--- src/gpc_pkg.sv ---
// Shared types and constants of the conserved-to-primitive gas converter.
// Depends on nothing; every other file but gpc_div and gpc_sqrt imports it.
package gpc_pkg;

	localparam int DIMENSIONS_DEF = 3;
	localparam int FRAC_BITS_DEF  = 16;
	localparam int QUEUE_DEPTH    = 2;

	// Largest positive value of a signed 32-bit fixed-point number.
	localparam logic [30:0] QMAX31 = 31'h7FFF_FFFF;

	// One row of a cell as it arrives on the input stream.
	typedef struct packed {
		logic        [15:0] cell_index;
		logic        [18:0] gamma;
		logic signed [31:0] centroid_x;
		logic signed [31:0] centroid_y;
		logic signed [31:0] centroid_z;
		logic signed [31:0] point_x;
		logic signed [31:0] point_y;
		logic signed [31:0] point_z;
		logic signed [31:0] value;
		logic signed [31:0] grad_x;
		logic signed [31:0] grad_y;
		logic signed [31:0] grad_z;
	} row_t;

	// One reconstructed cell, handed from the front to the back.
	typedef struct packed {
		logic        [15:0]      cell_id;
		logic        [18:0]      gamma;
		logic signed [31:0]      density;
		logic        [2:0][31:0] mom;
		logic signed [31:0]      energy;
	} job_t;

	// One result item.
	typedef struct packed {
		logic        [15:0] cell_out;
		logic signed [31:0] density;
		logic signed [31:0] velocity_x;
		logic signed [31:0] velocity_y;
		logic signed [31:0] velocity_z;
		logic        [30:0] kinetic_energy;
		logic        [30:0] pressure;
		logic        [30:0] temperature;
		logic        [30:0] sound_speed;
		logic        [30:0] mach;
		logic               bad_density;
	} res_t;

endpackage

--- src/gpc_fifo.sv ---
// Short register queue of reconstructed cells between front and back.
// Depends on gpc_pkg.
module gpc_fifo (
	input  logic          clk,
	input  logic          arst_n,
	input  logic          push,
	input  gpc_pkg::job_t din,
	output logic          full,
	input  logic          pop,
	output logic          empty,
	output gpc_pkg::job_t head
);
	import gpc_pkg::*;

	localparam int PW = (QUEUE_DEPTH > 1) ? $clog2(QUEUE_DEPTH) : 1;
	localparam int CW = $clog2(QUEUE_DEPTH + 1);

	job_t          mem_q [QUEUE_DEPTH];
	logic [PW-1:0] wr_q;
	logic [PW-1:0] rd_q;
	logic [CW-1:0] cnt_q;

	assign full  = cnt_q == CW'(QUEUE_DEPTH);
	assign empty = cnt_q == '0;
	assign head  = mem_q[rd_q];

	always_ff @(posedge clk or negedge arst_n) begin
		if (!arst_n) begin
			wr_q  <= '0;
			rd_q  <= '0;
			cnt_q <= '0;
		end else begin
			if (push) begin
				wr_q <= (wr_q == PW'(QUEUE_DEPTH - 1)) ? '0 : wr_q + 1'b1;
			end
			if (pop) begin
				rd_q <= (rd_q == PW'(QUEUE_DEPTH - 1)) ? '0 : rd_q + 1'b1;
			end
			if (push && !pop) begin
				cnt_q <= cnt_q + 1'b1;
			end else if (pop && !push) begin
				cnt_q <= cnt_q - 1'b1;
			end
		end
	end

	always_ff @(posedge clk) begin
		if (push) begin
			mem_q[wr_q] <= din;
		end
	end

endmodule

--- config.mk ---
export PLATFORM = sky130hd
export DESIGN_NAME = gpc_fifo
export DESIGN_NICKNAME = d
export VERILOG_FILES = /design/src/gpc_pkg.sv /design/src/gpc_fifo.sv
export SDC_FILE = /design/constraint.sdc
export NUM_CORES = 1
export LEC_CHECK = 0
export BUFFER_PORTS_ARGS = -buffer_cell sky130_fd_sc_hd__buf_2
export CORE_MARGIN = 2
export CORE_UTILIZATION = 54
export CTS_BUF_LIST = sky130_fd_sc_hd__clkbuf_8
export DETAILED_ROUTE_END_ITERATION = 8
export PLACE_DENSITY_LB_ADDON = 0.25
export SLEW_MARGIN = 40
export SYNTH_ARGS = -nofsm -noshare
export SYNTH_HDL_FRONTEND = slang
export SYNTH_SLANG_ARGS = --single-unit
--- constraint.sdc ---
create_clock -name clk -period 13.74 [get_ports clk]
set_input_delay 2.748 -clock clk [delete_from_list [all_inputs] [get_ports clk]]
set_output_delay 2.748 -clock clk [all_outputs]
set_load 0.03 [all_outputs]
==> results_dict.tcl, run 1 <==
set metrics [dict create \
    slowest_stage "sky130_fd_sc_hd__dfrtp_4" \
    floorplan.io_pins 396 \
    synthesis.area_per_instance_um2 23.8 \
    worst_clock_skew_ns 0.0153 \
    holdWs_ns 0.506 \
    final_core_area_utilization_pct 67.6 \
    share_seq_of_total_power_pct 41.4 \
    worstSetupPathType "reg -> out" \
    row_count 60 \
    critPathMaxStageDelay_ns 0.81 \
    grt.total_usage_pct 19.1 \
    grtUsageMet2_pct 33.7 \
    critical_path_cell_by_cell "buf_4 > buf_6 > mux2_2 > buf_2" \
    ys_warn_count 0 \
    main_combinational_cell_family_by_area_after_synthesis "multiplexers" \
    grt_util_met3_pct 6.46 \
    clock_path_buffers 3 \
    effective_utilization_at_floorplan_pct 55.0 \
    floorplan.die_area_mm2 0.0288 \
    final_setup_fails 0 \
    cts.reportedPaths.clkPinSlew_ns 0.06 \
    clock_sink_count 394 \
    cts_root_buffer "sky130_fd_sc_hd__clkbuf_8" \
    p_per_area_mw_per_mm2 222 \
    yosys.cell_types.count 13 \
    timing_worst_slew_pin_value_ns 0.837 \
    die_height_um 170 \
    critical_path_required_ns 10.99 \
    pin_count_of_the_biggest_net_entering_global_routing 73 \
    dp.final_hpwl_mm 19.5 \
    syn_to_final_growth_pct 22.8 \
    rsz_0062_raised_after_global_routing "no" \
    postSynthNetCount 823 \
    outcome "complete, no violations" \
    hold_path.class "reg -> reg" \
    wl_mm 28.8 \
    post_synth_instance_area_mm2 0.0148 \
    postCtsResizedCells 0 \
    antenna_left 0 \
    timing.setup.tns_ns 0 \
    p_int_mw 2.60 \
    post-cts-setup-buffer-count 0 \
    power_switching_share_pct 35.6 \
    cts_made_buffers 59 \
    grt_pass1_vias 7693 \
    placedInstanceArea_mm2 0.0172 \
    finalHoldViolCount 0 \
    clockPowerShare_pct 20.6 \
    drtPass1Iterations 4 \
    hold_buffers 0 \
    synth_simple_gate_area_share_pct 0.177 \
    htree_levels 2 \
    drt-wirelength-per-cell_um 19.8 \
    max-slew-margin-rel_pct 44.2 \
    category_of_the_worst_setup_path_capture_point "primary output" \
    vias_per_cell 5.10 \
    yosys-mux-area-fraction_pct 18.3 \
    cp_data_arrival_time_ns 3.49 \
    fraction_of_layout_instances_using_a_drive_strength_above_1_pct 60.3 \
    drt_iter0_markers 488 \
    postSynthCellCount 623 \
    total_switching_power_mw 1.44 \
    fp.coreArea_mm2 0.0270 \
    final-max-slew-violation-count 0 \
    place.gp.congestion 0.771 \
    finalNetCount 1268 \
    synth_compound_area_share_pct 0 \
    period_minus_slack_ns 6.24 \
    pwr-share-comb_pct 38.0 \
    filler_cell_count 1850 \
    critPathMaxFanout 61 \
    detailroute.via_count 7432 \
    fp.dieW_um 170 \
    crit_path_start_kind "register" \
    grt_first_pass_wirelength_mm 41.5 \
    port-buffer-count 395 \
    synth-seq-area-share_pct 79.6 \
    grt_use_met1_pct 21.2 \
    number_of_synthesized_register_bits 394 \
    max_cap_violations 0 \
    static-leakage-power_nw 7.37 \
    min_period_over_period_pct 45.4 \
    synthAdderAreaFrac_pct 0.0843 \
    clk-insertion-delay-late_ns 0.57 \
    fin_area_mm2 0.0182 \
    synth_xor_area_share_pct 0.295 \
    tritoncts_clock_tree "done" \
    grt_antenna_before_repair 5 \
    gr-max-usage-layer "met2" \
    max_freq_mhz 160 \
    global_route.overflow_total 0 \
    drt_drc_violations_left 0 \
    vdd_ir_drop_max_v 0.000152 \
]
## metal layers
layer | share of wire, % | vias to the layer above
li1 | - | 3389
met1 | 36 | 3662
met2 | 52 | 322
met3 | 8.8 | 59
met4 | 2.7 | 0
met5 | 0 | -
## area by class of cell
cell class	instances	area (µm²)	share of cell area [%]
Inverter	1	3.75	0.0206
Multi-Input combinational cell	206	2810	15.4
Tap cell	341	427	2.34
Antenna cell	5	12.5	0.0687
Clock buffer	61	840	4.61
Timing Repair Buffer	406	2120	11.7
Sequential cell	394	11800	64.8
Clock inverter	42	188	1.03
## stage by stage
| stage | power (mW) | cells | setup slack [ns] |
|---|---|---|---|
| 3_5_place_dp | 3.25 | 1348 | 8.08 |
| 4_1_cts | 4.09 | 1451 | 7.45 |
| 5_1_grt | 4.21 | 1455 | 7.31 |
| 2_1_floorplan | 2.94 | 623 | 1.81 |
| 6_report | 4.04 | 1456 | 7.50 |
| 3_3_place_gp | 3.22 | 1345 | 7.80 |
## worst paths after layout
path	cells past startpoint	start	to	slack, ns
worst max-delay path	4	rd_q$_DFFE_PN0P_	head[179]	7.50
worst min-delay path	1	cnt_q[1]$_DFFE_PN0P_	cnt_q[1]$_DFFE_PN0P_	0.51
worst max register to register	3	wr_q$_DFFE_PN0P_	mem_q[0][36]$_DFFE_PP_	11.39
worst min register to register	1	cnt_q[1]$_DFFE_PN0P_	cnt_q[1]$_DFFE_PN0P_	0.51
max in group asynchronous	1	arst_n	rd_q$_DFFE_PN0P_	11.63
min in group asynchronous	1	arst_n	rd_q$_DFFE_PN0P_	1.97
## power by group through the flow
stage / sequential [mW] / combinational [mW] / clock [mW]
final: 1.67 / 1.54 / 0.833
after floorplan: 1.72 / 1.22 / 0
after global routing: 1.69 / 1.61 / 0.906
after global placement: 1.69 / 1.53 / 0
after detailed placement: 1.70 / 1.55 / 0
after CTS: 1.68 / 1.55 / 0.858
## cells by family (layout without fill, tap and decap cells)
kind of cell,count (synthesis),after routing
buf+inv,23,510
mux,195,195
other cells,0,5
simple gates,5,5
xor+xnor,5,5
flops,394,394
fa+ha+maj,1,1
## layout by cell type (no fill, tap or decap), drive strengths merged
master,Yosys,layout
xor2,4,4
dfrtp,4,4
edfxtp,390,390
diode,0,5
inv,1,25
ha,1,1
nor2b,2,2
clkbuf,0,61
nor2,2,2
mux2,195,195
buf,22,406
xnor2,1,1
and2,1,1
bufinv,0,1
clkinv,0,17
## registers in the layout, summed over array words and instances, names as in the netlist
signal and cells:
mem_q 390, cnt_q 2, rd_q 1, wr_q 1
## worst max-delay path, delay by kind of cell (launching register included)
kind     cells  cell delay, ns
buf+inv      3            1.60
flops        1            0.81
mux          1            0.42
## synthesized netlist by cell type
cell                       number  share of area [%]
sky130_fd_sc_hd__edfxtp_1     390                 79
sky130_fd_sc_hd__mux2_4       140                 14
sky130_fd_sc_hd__mux2_2        55                4.2
sky130_fd_sc_hd__buf_6         17                1.3
sky130_fd_sc_hd__buf_2          5               0.17
sky130_fd_sc_hd__dfrtp_1        4               0.67
sky130_fd_sc_hd__xor2_1         4               0.24
sky130_fd_sc_hd__nor2_1         2              0.051
sky130_fd_sc_hd__nor2b_1        2              0.084
sky130_fd_sc_hd__and2_1         1              0.042
sky130_fd_sc_hd__ha_1           1              0.084
sky130_fd_sc_hd__inv_1          1              0.025
sky130_fd_sc_hd__xnor2_1        1              0.059
No activity file was read; power rests on OpenSTA's default activity.
==> run 2, diff against run 1 <==
--- a/config.mk
+++ b/config.mk
@@ -7,7 +7,7 @@
 export LEC_CHECK = 0
 export BUFFER_PORTS_ARGS = -buffer_cell sky130_fd_sc_hd__buf_2
 export CORE_MARGIN = 2
-export CORE_UTILIZATION = 54
+export CORE_UTILIZATION = 49
 export CTS_BUF_LIST = sky130_fd_sc_hd__clkbuf_8
 export DETAILED_ROUTE_END_ITERATION = 8
 export PLACE_DENSITY_LB_ADDON = 0.25
==> constraint.sdc (replaced) <==
create_clock -name clk -period 5.4 [get_ports clk]
set_input_delay 1.08 -clock clk [delete_from_list [all_inputs] [get_ports clk]]
set_output_delay 1.08 -clock clk [all_outputs]
set_load 0.03 [all_outputs]
==> run 2 against run 1 <==
Effect of this change:
- hold slack got worse by 0.22 ns
- sequential power rose to 2.5 times the previous value
- clock power grew to 2.7 times the previous value
- critical endpoint is now head[174]
- largest cell class unchanged
==> results_dict.tcl, run 2 (synthesized netlist as in run 1, its figures left out) <==
set metrics [dict create \
    p_per_area_mw_per_mm2 569 \
    category_of_the_worst_setup_path_capture_point "primary output" \
    detailroute.via_count 7321 \
    post-cts-setup-buffer-count 0 \
    reg2reg_setup_slack_ns 3.64 \
    biggestRegsByFlops "mem_q (390), cnt_q (2)" \
    r2r_cells 3 \
    tritoncts_clock_tree "done" \
    layout.area.seq_mm2 0.0118 \
    static-leakage-power_nw 7.43 \
    gr-max-usage-layer "met2" \
    grt_first_pass_wirelength_mm 41.4 \
    min_period_over_period_pct 66.2 \
    timing.setup.tns_ns 0 \
    worst_r2r_endpoint "mem_q[1][31]$_DFFE_PP_" \
    cts_made_buffers 61 \
    fp.coreArea_mm2 0.0297 \
    vias_per_cell 4.83 \
    worstSetupPathType "reg -> out" \
    floorplan.die_area_mm2 0.0317 \
    dp.final_hpwl_mm 20.0 \
    filler_cell_count 2149 \
    hold_path.class "in -> async" \
    max-slew-margin-rel_pct 68.8 \
    grt_pass1_vias 7621 \
    timing_worst_slew_pin_value_ns 0.469 \
    grt.total_usage_pct 17.4 \
    critical_path.reg2reg.startpoint "wr_q$_DFFE_PN0P_" \
    grt_use_met1_pct 19.8 \
    die_height_um 178 \
    effective_utilization_at_floorplan_pct 49.9 \
    outcome "complete, no violations" \
    fraction_of_layout_instances_using_a_drive_strength_above_1_pct 61.2 \
    grt_util_met3_pct 6.27 \
    finalHoldViolCount 0 \
    crit_path_start_kind "register" \
    rsz_0062_raised_after_global_routing "no" \
    cts_root_buffer "sky130_fd_sc_hd__clkbuf_8" \
    largest_register_by_flop_count "mem_q" \
    floorplan.io_pins 396 \
    cts.reportedPaths.clkPinSlew_ns 0.06 \
    critical_path_required_ns 4.32 \
    drt-wirelength-per-cell_um 19.2 \
    drtPass1Iterations 4 \
    clock_path_buffers 3 \
    pin_count_of_the_biggest_net_entering_global_routing 78 \
    worst_clock_skew_ns 0.0200 \
    period_minus_slack_ns 3.58 \
    htree_levels 2 \
    final-max-slew-violation-count 0 \
    largest_register_ff_count 390 \
    row_count 63 \
    place.gp.congestion 0.794 \
    drt_drc_violations_left 0 \
    commonest_cells_after_routing_fill_and_taps_aside "sky130_fd_sc_hd__buf_2 (395), sky130_fd_sc_hd__edfxtp_1 (390), sky130_fd_sc_hd__mux2_4 (140)" \
    max_freq_mhz 280 \
    clock_sink_count 394 \
    multiInputGateArea_mm2 0.00281 \
    clk-insertion-delay-late_ns 0.58 \
    wl_mm 29.2 \
    hold_buffers 0 \
    fp.dieW_um 178 \
    postCtsResizedCells 0 \
    preCtsSetupSlack_ns 2.42 \
    port-buffer-count 395 \
    finalNetCount 1275 \
    timing.critical_path.from "rd_q$_DFFE_PN0P_" \
    grt_antenna_before_repair 12 \
    critPathMaxFanout 28 \
    final_setup_fails 0 \
    antenna_left 0 \
    finalWorstSetupSlack_ns 1.82 \
    cp_data_arrival_time_ns 2.50 \
    max_cap_violations 0 \
    drt_iter0_markers 390 \
    mostFrequentLayoutCell "sky130_fd_sc_hd__buf_2" \
    global_route.overflow_total 0 \
    grtUsageMet2_pct 29.9 \
    syn_to_final_growth_pct 24.8 \
    final_core_area_utilization_pct 62.3 \
    vdd_ir_drop_max_v 0.000365 \
]
run 2: worst max path at each step:
stage,slack (ns),end
2_1_floorplan,0.97,mem_q[0][0]$_DFFE_PP_
3_3_place_gp,2.15,head[25]
3_5_place_dp,2.42,head[174]
4_1_cts,1.77,head[174]
5_1_grt,1.71,head[174]
6_report,1.82,head[174]
run 2: report_power, final:
group          switching, mW  internal (mW)  total (mW)
clock network           1.06           1.21        2.28
registers              0.165           4.06        4.22
logic                   2.49           1.55        4.04
total                   3.72           6.82        10.5
run 2: per-layer routing:
layer  routed length [µm]  vias up  share of wire (%)
met1                11000     3559                 38
met4                  783        6                2.7
met3                 2470       59                8.5
met5                   32        -               0.11
li1                     -     3407                  -
met2                14900      290                 51
run 2: stage by stage:
step	hold slack, ns	total power, mW	cell area, µm²	instances
6_report	0.283	10.5	18500	1517
5_1_grt	0.247	11.0	18500	1514
4_1_cts	0.247	10.7	18500	1507
3_5_place_dp	0.487	8.38	17400	1402
3_3_place_gp	0.492	8.29	17300	1396
2_1_floorplan	0.456	7.37	14800	623
run 2: cell type report:
cell class                 count  share of cell area [%]
sequential                   394                    63.8
multi-input combinational    206                    15.2
timing repair buffer         411                    12.2
clock buffer                  63                    4.68
tap                          390                    2.64
clock inverter                42                    1.35
antenna                       10                   0.135
inverter                       1                  0.0203
run 2: worst max-delay path, cell delays in order (launching register included):
cell and delay (ns):
sky130_fd_sc_hd__dfrtp_4 0.59, sky130_fd_sc_hd__buf_12 0.24, sky130_fd_sc_hd__buf_12 0.25, sky130_fd_sc_hd__buf_12 0.24, sky130_fd_sc_hd__mux2_2 0.38, sky130_fd_sc_hd__buf_2 0.18
